<file path="config.mk">
export PLATFORM = sky130hd
export DESIGN_NAME = hbg_out
export DESIGN_NICKNAME = d
export VERILOG_FILES = /design/src/hbg_pkg.sv /design/src/hbg_out.sv
export SDC_FILE = /design/constraint.sdc
export NUM_CORES = 1
export LEC_CHECK = 0
export BUFFER_PORTS_ARGS = -buffer_cell sky130_fd_sc_hd__buf_4
export CAP_MARGIN = 0
export CORE_MARGIN = 2
export CORE_UTILIZATION = 46
export CTS_BUF_LIST = sky130_fd_sc_hd__clkbuf_8
export CTS_CLUSTER_SIZE = 24
export DETAILED_ROUTE_END_ITERATION = 8
export GPL_ROUTABILITY_DRIVEN = 0
export PLACE_DENSITY_LB_ADDON = 0.12
export SYNTH_ARGS = -nofsm -noshare
export SYNTH_HDL_FRONTEND = slang
export SYNTH_SLANG_ARGS = --single-unit
</file>
<file path="constraint.sdc">
create_clock -name clk_i -period 2 [get_ports clk_i]
set_input_delay 0.3 -clock clk_i [delete_from_list [all_inputs] [get_ports clk_i]]
set_output_delay 0.3 -clock clk_i [all_outputs]
set_load 0.05 [all_outputs]
</file>
<file path="src/hbg_pkg.sv">
// Shared types and constants for the body length guard.
`timescale 1ns / 1ps
`default_nettype none
package hbg_pkg;

  localparam int unsigned BUF_DEPTH_DEF = 2048;

  localparam int unsigned PHASE_W  = 3;
  localparam int unsigned ACTION_W = 3;
  localparam int unsigned LEN_W    = 32;
  localparam int unsigned KEPT_W   = 12;
  localparam int unsigned BYTE_W   = 8;
  localparam int unsigned INDEX_W  = 11;
  localparam int unsigned CFG_IDX_W = 1;
  localparam int unsigned CFG_DATA_W = 32;

  localparam logic [PHASE_W-1:0] PH_IDLE      = 3'd0;
  localparam logic [PHASE_W-1:0] PH_COLLECT   = 3'd1;
  localparam logic [PHASE_W-1:0] PH_NO_LENGTH = 3'd2;
  localparam logic [PHASE_W-1:0] PH_TOO_LARGE = 3'd3;
  localparam logic [PHASE_W-1:0] PH_ABORT     = 3'd4;
  localparam logic [PHASE_W-1:0] PH_TRUNCATED = 3'd5;

  localparam logic [ACTION_W-1:0] ACT_RESET = 3'd0;
  localparam logic [ACTION_W-1:0] ACT_START = 3'd1;
  localparam logic [ACTION_W-1:0] ACT_DATA  = 3'd2;
  localparam logic [ACTION_W-1:0] ACT_END   = 3'd3;
  localparam logic [ACTION_W-1:0] ACT_ABORT = 3'd4;
  localparam logic [ACTION_W-1:0] ACT_READ  = 3'd5;

  localparam logic [CFG_IDX_W-1:0] CFG_BODY_LIMIT  = 1'd0;
  localparam logic [CFG_IDX_W-1:0] CFG_DRAIN_LIMIT = 1'd1;

  localparam logic [KEPT_W-1:0] BODY_LIMIT_RST  = 12'd2048;
  localparam logic [LEN_W-1:0]  DRAIN_LIMIT_RST = 32'd16384;

  typedef struct packed {
    logic [PHASE_W-1:0] phase;
    logic               ready;
    logic [KEPT_W-1:0]  ready_len;
    logic [LEN_W-1:0]   seen;
    logic               rd;
  } result_t;

endpackage
`default_nettype wire

</file>
<file path="src/hbg_out.sv">
// Result output register, merges store read data into the result beat.
`timescale 1ns / 1ps
`default_nettype none
module hbg_out (
  input  wire logic                        clk_i,
  input  wire logic                        rst_ni,
  input  wire logic                        s1_valid_i,
  input  wire hbg_pkg::result_t            s1_res_i,
  input  wire logic [hbg_pkg::BYTE_W-1:0]  rdata_i,
  output logic                             take_o,
  input  wire logic                        out_ready_i,
  output logic                             out_valid_o,
  output logic [hbg_pkg::PHASE_W-1:0]      phase_code_o,
  output logic                             body_ready_o,
  output logic [hbg_pkg::KEPT_W-1:0]       ready_length_o,
  output logic [hbg_pkg::LEN_W-1:0]        bytes_seen_o,
  output logic [hbg_pkg::BYTE_W-1:0]       read_byte_o
);

  logic                        out_valid_q, out_valid_d;
  logic [hbg_pkg::PHASE_W-1:0] phase_q;
  logic                        ready_q;
  logic [hbg_pkg::KEPT_W-1:0]  len_q;
  logic [hbg_pkg::LEN_W-1:0]   seen_q;
  logic [hbg_pkg::BYTE_W-1:0]  byte_q;

  assign take_o      = s1_valid_i && (!out_valid_q || out_ready_i);
  assign out_valid_d = take_o ? 1'b1 : ((out_valid_q && out_ready_i) ? 1'b0 : out_valid_q);

  always_ff @(posedge clk_i or negedge rst_ni) begin
    if (!rst_ni) begin
      out_valid_q <= 1'b0;
    end else begin
      out_valid_q <= out_valid_d;
    end
  end

  always_ff @(posedge clk_i) begin
    if (take_o) begin
      phase_q <= s1_res_i.phase;
      ready_q <= s1_res_i.ready;
      len_q   <= s1_res_i.ready_len;
      seen_q  <= s1_res_i.seen;
      byte_q  <= s1_res_i.rd ? rdata_i : '0;
    end
  end

  assign out_valid_o    = out_valid_q;
  assign phase_code_o   = phase_q;
  assign body_ready_o   = ready_q;
  assign ready_length_o = len_q;
  assign bytes_seen_o   = seen_q;
  assign read_byte_o    = byte_q;

endmodule
`default_nettype wire

</file>
==> results.yml <==
setup_path:
  end_kind: "output port"
  slowest_stage: "dfrtp_1"
  startpoint_type: "flip-flop"
  crit_fanout: 25
  cp.required_ns: 1.70
  cp_top_family: "simple AND/OR/NAND/NOR gates"
  worst-path-buf-inv: 1
  slowest_delay_ns: 0.41
  critPathKind: "reg -> out"
  crit_chain: "nand2b_4 -> and2_4 -> buf_4"
  cp.arrival_ns: 1.42
yosys:
  syn_nets: 129
  synth_top_cells_by_count: "edfxtp_1, and2_1"
  synth_edf_count: 56
  yosys_most_used_dff: "edfxtp_1"
  yosysUniqueCellTypes: 6
  avgSynthCellArea_um2: 26.3
  yosysSeqAreaShare_pct: 95.6
  syn-cell-area_um2: 1790
  synth_top_area_share_pct: 94.2
  synth_top_cell_by_area: "edfxtp_1"
  synthTopCellsByArea: "edfxtp_1, and2_1, dfrtp_1"
  synthArstFlopShare_pct: 1.75
  yosys_warnings: 0
  synthCells: 68
  yosys_register_bits: 57
  yosysMostFrequentCell: "edfxtp_1"
power:
  p_sw_uw: 712
  power_density_nw_per_um2: 960
  seq_power_share_pct: 50.1
  ir_worst_vdd_mv: 0.728
  p_leak_nw: 1.26
  p_int_mw: 2.11
  switching_share_pct: 25.3
  p_clk_share_pct: 33.6
  pwr-share-comb_pct: 16.3
grt:
  grt_pass1_vias: 1151
  grt_pass1_wl_um: 5180
  antenna_found_initial: 0
  grt_usage_pct: 17.3
  grt_overflow_total: 0
  grt_start_max_net_pins: 26
routing:
  routedWlPerCell_um: 14.1
  route.vias.total: 1098
  drtPass1Iterations: 4
  drt-initial-drc-count: 51
  via_per_inst: 4.34
  drc_errors: 0
  wl_um: 3560
  ant_nets: 0
clocking:
  htree_levels: 3
  cts_buffers: 9
  cts_tree: "built"
  clk_pin_slew_ns: 0.06
  clockBufferDepth: 2
  cts.sinks: 57
  clk_latency_ns: 0.31
  postCtsHoldBufs: 1
  cts_setup_buffers: 0
  cts_root_buffer: "clkbuf_8"
  cts_resized: 0
flow_run:
  drv_cap: 0
cells_and_area:
  fillers: 223
  stdcell_count: 253
  diodes: 0
  nets: 261
  fin_util_pct: 79.5
  drive_gt1_share_pct: 64.4
  syn2layout_area_growth_pct: 64.3
sta:
  max_slew_margin_pct: 79.2
  period_needed_ns: 1.72
  finalCritPeriodShare_pct: 85.8
  slew_viol_final: 0
  rsz0062_at_grt: "no"
  tightest_slew_ns: 0.312
  clock_skew_ns: 0.00509
  fmax_ghz: 0.583
  timing.setup.tns_ns: 0
  hold_viol_final: 0
  finalSetupViolCount: 0
outcome:
  status: "finished, final reports clean"
floorplan:
  dieArea_um2: 4400
  pin_count: 119
  core_region_area_um2: 3690
  start_util_pct: 48.4
  die_width_um: 66.3
  rows: 22
  dieHeight_um: 66.3
placement:
  placed_cells: 236
  port_buffers: 118
worst_hold_path:
  hp-class: "in -> reg"
[layout by cell type (no fill, tap or decap), drive strengths merged]
| cell type | netlist | final |
|---|---|---|
| bufinv | 0 | 1 |
| dlygate4sd3 | 0 | 1 |
| dfrtp | 1 | 1 |
| clkinv | 0 | 5 |
| buf | 0 | 120 |
| inv | 0 | 1 |
| and2 | 9 | 9 |
| clkbuf | 0 | 9 |
| edfxtp | 56 | 56 |
| nand2b | 2 | 2 |
[kinds of logic after synthesis]
family           after synthesis  synth area share, %
DFF                           57                 95.6
and+or+nand+nor               11                 4.42
[worst paths after layout]
kind | from | end | slack, ns | cells after the start
hold reg to reg | out_valid_o | out_valid_o | 0.56 | 2
min in group asynchronous | rst_ni | out_valid_o | 0.28 | 2
max in group asynchronous | rst_ni | out_valid_o | 1.64 | 2
setup / recovery | out_valid_o | take_o | 0.28 | 3
setup reg to reg | out_valid_o | bytes_seen_o[6] | 0.52 | 3
hold / removal | s1_res_i[35] | ready_length_o[2] | 0.16 | 1
[power groups by stage]
| stage | registers (mW) | logic (mW) | clock network, mW |
|---|---|---|---|
| 2_1_floorplan | 1.66 | 0.0364 | 0 |
| 3_3_place_gp | 1.43 | 0.455 | 0 |
| 3_5_place_dp | 1.44 | 0.462 | 0 |
| 4_1_cts | 1.41 | 0.463 | 0.970 |
| 5_1_grt | 1.42 | 0.479 | 1.03 |
| 6_report | 1.41 | 0.459 | 0.947 |
[area by class of cell]
type | instances | area [um2] | area share [%]
Timing Repair Buffer | 121 | 911 | 31.1
Sequential cell | 57 | 1710 | 58.2
Multi-Input combinational cell | 11 | 78.8 | 2.69
Clock buffer | 9 | 124 | 4.22
Clock inverter | 7 | 52.6 | 1.79
Tap cell | 48 | 60.1 | 2.05
[layer usage]
metal | global-route usage (%) | vias up | wire length, um
met5 | 0 | - | 0
li1 | - | 530 | -
met2 | 28.9 | 72 | 1890
met4 | 10.7 | 0 | 30
met1 | 17.3 | 492 | 1220
met3 | 8.01 | 4 | 427
[sequential cells by signal, indices dropped and copies added (netlist names)]
register        cells
out_valid_o         1
ready_length_o     12
phase_code_o        3
body_ready_o        1
read_byte_o         8
bytes_seen_o       32
[per-stage QoR]
step	hold slack, ns	area, um2	setup slack, ns	total power, mW
final	0.156	2930	0.284	2.82
after global routing	0.136	2930	0.203	2.92
after CTS	0.139	2930	0.257	2.85
after detailed placement	0.0768	2750	0.522	1.90
after global placement	0.0755	2750	0.551	1.89
after floorplan	0.00441	1790	0.309	1.70
Power figures use the tool's default switching activity.
