==> config.mk <==
export PLATFORM = sky130hd
export DESIGN_NAME = hbg_ctrl
export DESIGN_NICKNAME = d
export VERILOG_FILES = /design/src/hbg_pkg.sv /design/src/hbg_ctrl.sv
export SDC_FILE = /design/constraint.sdc
export NUM_CORES = 1
export LEC_CHECK = 0
export ABC_AREA = 1
export BUFFER_PORTS_ARGS = -buffer_cell sky130_fd_sc_hd__buf_2
export CAP_MARGIN = 20
export CELL_PAD_IN_SITES_DETAIL_PLACEMENT = 1
export CELL_PAD_IN_SITES_GLOBAL_PLACEMENT = 2
export CORE_UTILIZATION = 30
export DETAILED_ROUTE_END_ITERATION = 8
export HOLD_SLACK_MARGIN = 0.03
export PLACE_DENSITY_LB_ADDON = 0.1
export SLEW_MARGIN = 30
export SYNTH_ARGS = -nofsm -noshare
export SYNTH_HDL_FRONTEND = slang
export SYNTH_SLANG_ARGS = --single-unit
==> constraint.sdc <==
create_clock -name clk_i -period 7.8 [get_ports clk_i]
set_input_delay 1.56 -clock clk_i [delete_from_list [all_inputs] [get_ports clk_i]]
set_output_delay 1.56 -clock clk_i [all_outputs]
set_load 0.02 [all_outputs]
==> src/hbg_pkg.sv <==
// Shared types and constants for the body length guard.
`timescale 1ns / 1ps
`default_nettype none
package hbg_pkg;

  localparam int unsigned BUF_DEPTH_DEF = 2048;

  localparam int unsigned PHASE_W  = 3;
  localparam int unsigned ACTION_W = 3;
  localparam int unsigned LEN_W    = 32;
  localparam int unsigned KEPT_W   = 12;
  localparam int unsigned BYTE_W   = 8;
  localparam int unsigned INDEX_W  = 11;
  localparam int unsigned CFG_IDX_W = 1;
  localparam int unsigned CFG_DATA_W = 32;

  localparam logic [PHASE_W-1:0] PH_IDLE      = 3'd0;
  localparam logic [PHASE_W-1:0] PH_COLLECT   = 3'd1;
  localparam logic [PHASE_W-1:0] PH_NO_LENGTH = 3'd2;
  localparam logic [PHASE_W-1:0] PH_TOO_LARGE = 3'd3;
  localparam logic [PHASE_W-1:0] PH_ABORT     = 3'd4;
  localparam logic [PHASE_W-1:0] PH_TRUNCATED = 3'd5;

  localparam logic [ACTION_W-1:0] ACT_RESET = 3'd0;
  localparam logic [ACTION_W-1:0] ACT_START = 3'd1;
  localparam logic [ACTION_W-1:0] ACT_DATA  = 3'd2;
  localparam logic [ACTION_W-1:0] ACT_END   = 3'd3;
  localparam logic [ACTION_W-1:0] ACT_ABORT = 3'd4;
  localparam logic [ACTION_W-1:0] ACT_READ  = 3'd5;

  localparam logic [CFG_IDX_W-1:0] CFG_BODY_LIMIT  = 1'd0;
  localparam logic [CFG_IDX_W-1:0] CFG_DRAIN_LIMIT = 1'd1;

  localparam logic [KEPT_W-1:0] BODY_LIMIT_RST  = 12'd2048;
  localparam logic [LEN_W-1:0]  DRAIN_LIMIT_RST = 32'd16384;

  typedef struct packed {
    logic [PHASE_W-1:0] phase;
    logic               ready;
    logic [KEPT_W-1:0]  ready_len;
    logic [LEN_W-1:0]   seen;
    logic               rd;
  } result_t;

endpackage
`default_nettype wire

==> src/hbg_ctrl.sv <==
// Body state registers, per-item update and store access stage.
`timescale 1ns / 1ps
`default_nettype none
module hbg_ctrl #(
  parameter int unsigned BUF_DEPTH = hbg_pkg::BUF_DEPTH_DEF,
  localparam int unsigned AW    = (BUF_DEPTH > 1) ? $clog2(BUF_DEPTH) : 1,
  localparam int unsigned LENW  = $clog2(BUF_DEPTH + 1),
  localparam int unsigned CMPW  = (LENW > hbg_pkg::KEPT_W) ? LENW : hbg_pkg::KEPT_W
) (
  input  wire logic                           clk_i,
  input  wire logic                           rst_ni,
  input  wire logic                           accept_i,
  input  wire logic [hbg_pkg::ACTION_W-1:0]   action_i,
  input  wire logic signed [hbg_pkg::LEN_W-1:0] declared_length_i,
  input  wire logic [hbg_pkg::INDEX_W-1:0]    read_index_i,
  input  wire logic [hbg_pkg::KEPT_W-1:0]     body_limit_i,
  input  wire logic [hbg_pkg::LEN_W-1:0]      drain_limit_i,
  input  wire logic                           take_i,
  output logic                                s1_valid_o,
  output hbg_pkg::result_t                    s1_res_o,
  output logic                                we_o,
  output logic [AW-1:0]                       waddr_o,
  output logic                                re_o,
  output logic [AW-1:0]                       raddr_o
);

  logic [hbg_pkg::PHASE_W-1:0] phase_q, phase_d;
  logic [hbg_pkg::LEN_W-1:0]   declared_q, declared_d;
  logic [hbg_pkg::LEN_W-1:0]   seen_q, seen_d;
  logic [hbg_pkg::KEPT_W-1:0]  kept_q, kept_d;
  logic                        s1_valid_q, s1_valid_d;
  hbg_pkg::result_t            s1_res_q, s1_res_d;

  logic [CMPW-1:0]             keep_lim;
  logic [CMPW-1:0]             kept_ext;
  logic [CMPW-1:0]             ridx_ext;
  logic [hbg_pkg::LEN_W-1:0]   decl_raw;
  logic                        full;
  logic                        ready_d;
  logic                        rd;

  assign decl_raw = declared_length_i;
  assign keep_lim = (CMPW'(body_limit_i) < CMPW'(BUF_DEPTH)) ?
                    CMPW'(body_limit_i) : CMPW'(BUF_DEPTH);
  assign kept_ext = CMPW'(kept_q);
  assign ridx_ext = CMPW'(read_index_i);
  assign full     = kept_ext >= keep_lim;

  always_comb begin
    phase_d    = phase_q;
    declared_d = declared_q;
    seen_d     = seen_q;
    kept_d     = kept_q;
    we_o       = 1'b0;
    if (accept_i) begin
      unique case (action_i)
        hbg_pkg::ACT_RESET: begin
          phase_d    = hbg_pkg::PH_IDLE;
          declared_d = '0;
          seen_d     = '0;
          kept_d     = '0;
        end
        hbg_pkg::ACT_START: begin
          declared_d = '0;
          seen_d     = '0;
          kept_d     = '0;
          if (decl_raw[hbg_pkg::LEN_W-1]) begin
            phase_d = hbg_pkg::PH_ABORT;
          end else begin
            declared_d = decl_raw;
            priority if (decl_raw == '0) begin
              phase_d = hbg_pkg::PH_NO_LENGTH;
            end else if (decl_raw > drain_limit_i) begin
              phase_d = hbg_pkg::PH_ABORT;
            end else if (decl_raw > hbg_pkg::LEN_W'(body_limit_i)) begin
              phase_d = hbg_pkg::PH_TOO_LARGE;
            end else begin
              phase_d = hbg_pkg::PH_COLLECT;
            end
          end
        end
        hbg_pkg::ACT_DATA: begin
          seen_d = seen_q + hbg_pkg::LEN_W'(1);
          if (phase_q == hbg_pkg::PH_COLLECT) begin
            if (full) begin
              phase_d = hbg_pkg::PH_TOO_LARGE;
              kept_d  = '0;
            end else begin
              we_o   = 1'b1;
              kept_d = kept_q + hbg_pkg::KEPT_W'(1);
            end
          end
        end
        hbg_pkg::ACT_END: begin
          if (phase_q == hbg_pkg::PH_COLLECT && seen_q < declared_q) begin
            phase_d = hbg_pkg::PH_TRUNCATED;
            kept_d  = '0;
          end
        end
        hbg_pkg::ACT_ABORT: begin
          phase_d = hbg_pkg::PH_ABORT;
          kept_d  = '0;
        end
        default: begin
        end
      endcase
    end
  end

  assign ready_d = (phase_d == hbg_pkg::PH_COLLECT) && (kept_d != '0) &&
                   (hbg_pkg::LEN_W'(kept_d) == declared_d) && (seen_d == declared_d);
  assign rd      = accept_i && (action_i == hbg_pkg::ACT_READ) && ready_d &&
                   (ridx_ext < CMPW'(kept_d));

  assign re_o    = rd;
  assign waddr_o = kept_ext[AW-1:0];
  assign raddr_o = ridx_ext[AW-1:0];

  always_comb begin
    s1_res_d           = s1_res_q;
    s1_res_d.phase     = phase_d;
    s1_res_d.ready     = ready_d;
    s1_res_d.ready_len = ready_d ? kept_d : '0;
    s1_res_d.seen      = seen_d;
    s1_res_d.rd        = rd;
    s1_valid_d         = accept_i ? 1'b1 : (take_i ? 1'b0 : s1_valid_q);
  end

  always_ff @(posedge clk_i or negedge rst_ni) begin
    if (!rst_ni) begin
      phase_q    <= hbg_pkg::PH_IDLE;
      declared_q <= '0;
      seen_q     <= '0;
      kept_q     <= '0;
      s1_valid_q <= 1'b0;
    end else begin
      phase_q    <= phase_d;
      declared_q <= declared_d;
      seen_q     <= seen_d;
      kept_q     <= kept_d;
      s1_valid_q <= s1_valid_d;
    end
  end

  always_ff @(posedge clk_i) begin
    if (accept_i) begin
      s1_res_q <= s1_res_d;
    end
  end

  assign s1_valid_o = s1_valid_q;
  assign s1_res_o   = s1_res_q;

endmodule
`default_nettype wire

==> summary.txt <==
Floorplan
  • Die width: 186.7 um
  • Num ports: 168
  • Die ar.: 34860 um2
  • Die span in y: 186.7 um
  • Num rows: 67
  • Core Area: 33530 um2
  • Initial core utilization: 0.3052

Route
  • Number of remaining DRC errors: 0
  • Post-Route WL: 39270 um
  • Antenna-violating nets left: 0
  • Post-DR wirelength/cell: 18.73 um
  • Initial DRC Count: 442
  • DR pass1 iterations: 4
  • Vias: 9993
  • Vias per inst: 4.765

Clocking
  • TritonCTS Buffers: 17
  • Worst-path clk slew: 0.06 ns
  • Clk Latency, worst-skew pair: 0.46 ns
  • Post-CTS Setup Inserts: 0
  • Root buf cell: clkbuf_16
  • CTS resizes: 0
  • Clk sink count: 129
  • CTS tree: yes
  • Depth of the CTS H-tree: 4
  • Clock buffer depth: 2
  • Hold_buf cts: 0

STA
  • Setup-failing EPs final: 0
  • Fmax: 0.1498 GHz
  • Setup repair after global routing missed its margin: no
  • Max transition margin: 0.4593
  • TNS Setup: 0 ns
  • Tightest Pin Transition: 0.8111 ns
  • Fin. max-slew vios: 0
  • Clk_skew: 0.01358 ns
  • Final Hold Fails: 0
  • Crit share post-route: 0.8557
  • Fin crit period: 6.674 ns

Global routing
  • First-pass GRT wire length: 61150 um
  • Largest net degree at the start of global routing: 55
  • Vias in the first global route: 10580
  • GRT overflow: 0
  • Global-route usage over all layers: 0.2327
  • Initial antenna violation count: 0

Logic synthesis
  • Post-synth top cells: nand2_1, inv_1, nor2_1
  • Syn Inst Count: 1484
  • Largest area contributor in the netlist: dfrtp_1
  • Post-Synth Simple-Gate Area: 0.3578
  • Main area contributors after synthesis: dfrtp_1, nand2_1, edfxtp_1
  • Distinct cell type count after synthesis: 34
  • Adder-cell share of the synthesized area: 0.1210
  • Syn avg cell area: 6.897 um2
  • Seq/Total Area, Yosys: 0.3394
  • Number of synthesized flops with an enable pin: 49
  • Main combinational cell family by area after synthesis: simple AND/OR/NAND/NOR gates
  • Post-synthesis mux area share: 0
  • Share of the synthesized area in the top cell type: 0.1956
  • Compound-gate portion of the synthesized area: 0.05978
  • Top_reg_cell synth: dfrtp_1
  • Syn_nets: 1677
  • Synthesis Warnings: 0
  • Count leader, synth: nand2_1
  • Asr flop ratio synth: 0.6202
  • Synth Register Bits: 129
  • Syn Std Cell Area: 10230 um2
  • Synth Area in XOR/XNOR: 0.002567

Worst setup path
  • Cell mode on critical path: nand2_1
  • Buffers and inverters on the worst path: 3
  • Ordered list of cells on the worst path: buf_2 -> inv_1 -> nand2_1 -> ha_1 -> nand2_1 -> nor2_1 -> nand2_1 -> nor2_1 -> nand2_1 -> nand4_1 -> nand2_1 -> a21oi_1 -> nand2_1 -> nand2_1 -> ha_1 -> a21oi_1 -> o21ai_0 -> nand2_1 -> nand2_1 -> nor2_1 -> nand4_1 -> nor2_1 -> buf_2
  • Worst setup EP type: primary output
  • CP Data Arrival Time: 5.11 ns
  • CP startpoint kind: input pin
  • CP required: 6.24 ns
  • Slowest CP cell: inv_1
  • Delay-heaviest family, CP: simple AND/OR/NAND/NOR gates
  • Critical path class: input pin to primary output
  • Worst Path Max Fanout: 12
  • Critical Path Max Stage Delay: 0.31 ns

Pwr
  • Tot Pwr: 2.241 mW
  • Worst vdd rail ir drop: 0.1834 mV
  • Pleak: 6.395 nW
  • Pwr/cell area: 186.2 nW/um2

Cells and area
  • Diode count: 0
  • Fill cell count: 4342
  • Share of layout cells above drive strength 1: 0.1577
  • Synth-to-Final Area Change: 17.63%
  • Nets: 1829

Place
  • Placer Congestion: 0.8651
  • DP HPWL: 32300 um
  • Port Buffers: 167

Status
  • Status: finished, final reports clean

Worst hold path
  • Worst hold path type: register to register

Job
  • MaxCap Viol Count: 0
[worst paths after layout]
path | to | startpoint | cells past startpoint | slack, ns
max | re_o | body_limit_i[11] | 23 | 1.13
min | s1_valid_o$_DFFE_PN0P_ | s1_valid_o$_DFFE_PN0P_ | 2 | 0.52
max reg2reg | s1_res_o[34]$_SDFFCE_PN0P_ | seen_q[23]$_DFF_PN0_ | 17 | 4.03
min reg2reg | s1_valid_o$_DFFE_PN0P_ | s1_valid_o$_DFFE_PN0P_ | 2 | 0.52
max in group asynchronous | kept_ext[5]$_DFF_PN0_ | rst_ni | 2 | 5.62
min in group asynchronous | seen_q[22]$_DFF_PN0_ | rst_ni | 1 | 1.03
[metrics by stage]
| stage | util | instance area [um2] | setup WS [ns] | cells | hold slack (ns) |
|---|---|---|---|---|---|
| 5_1_grt | 0.3590 | 12040 | 0.6509 | 2097 | 0.5804 |
| 3_5_place_dp | 0.3403 | 11410 | 1.063 | 2065 | 0.5230 |
| 6_report | 0.3590 | 12040 | 1.126 | 2097 | 0.5244 |
| 4_1_cts | 0.3590 | 12040 | 1.054 | 2097 | 0.5349 |
| 3_3_place_gp | 0.3403 | 11410 | 1.124 | 2065 | 0.5218 |
| 2_1_floorplan | - | 10230 | 1.926 | 1484 | 0.4884 |
[cell usage in the layout (no fill, tap or decap), types with 17 or more instances in the layout]
master / n
nand2_1: 448
inv_1: 238
nor2_1: 167
buf_2: 165
nand3_1: 143
ha_1: 99
dfrtp_1: 80
a21oi_1: 58
edfxtp_1: 49
o21ai_0: 34
nand4_1: 24
nor2_2: 19
clkbuf_16: 17
[area by class of cell]
type                       count  area, um2  share of cell area
clock inverter                14      188.9             0.01569
timing repair buffer         177      915.9             0.07608
multi-input combinational   1066       5539              0.4601
tap                          448      560.5             0.04656
inverter                     245      922.1             0.07660
sequential                   129       3473              0.2885
clock buffer                  18      439.2             0.03648
[worst reg2reg max path, stage by stage, from the launching register on]
cell,delay [ns]
dfrtp_1,0.46
ha_1,0.34
nand2_1,0.09
nor2_1,0.24
nand4_1,0.22
nor2_1,0.14
nand2_1,0.07
nand2_1,0.39
nand2_1,0.10
nand2_1,0.17
nand2_1,0.26
nand2_1,0.13
nand2_1,0.05
nor2_1,0.13
nand3_1,0.15
nor2_2,0.16
nand3_2,0.32
nor2_1,0.19
[registers in the layout, summed over array words and instances, names as in the netlist]
signal / flops
s1_valid_o: 1
kept_ext: 12
declared_q: 32
seen_q: 32
s1_res_o: 49
phase_q: 3
[where the power goes]
part / switching, mW / total (mW) / internal [mW]
combinational: 0.382 / 0.561 / 0.179
sequential: 0.0505 / 0.807 / 0.757
clock: 0.332 / 0.873 / 0.541
total: 0.765 / 2.24 / 1.48
[layer usage]
layer / share of wire / global-route usage / wire length, um / up-vias
li1: - / - / - / 5024
met1: 0.45 / 0.2861 / 17530 / 4784
met2: 0.51 / 0.4186 / 19970 / 151
met3: 0.026 / 0.03291 / 1036 / 34
met4: 0.019 / 0.06936 / 734 / 0
met5: 0 / 0 / 0 / -
[kinds of logic after synthesis]
group | count (synthesis)
flip-flops | 129
AND/OR/NAND/NOR | 849
buffers and inverters | 289
adder cells (fa/ha/maj) | 99
XOR/XNOR | 3
AO/OA/AOI/OAI | 115
Power figures use the tool's default switching activity.
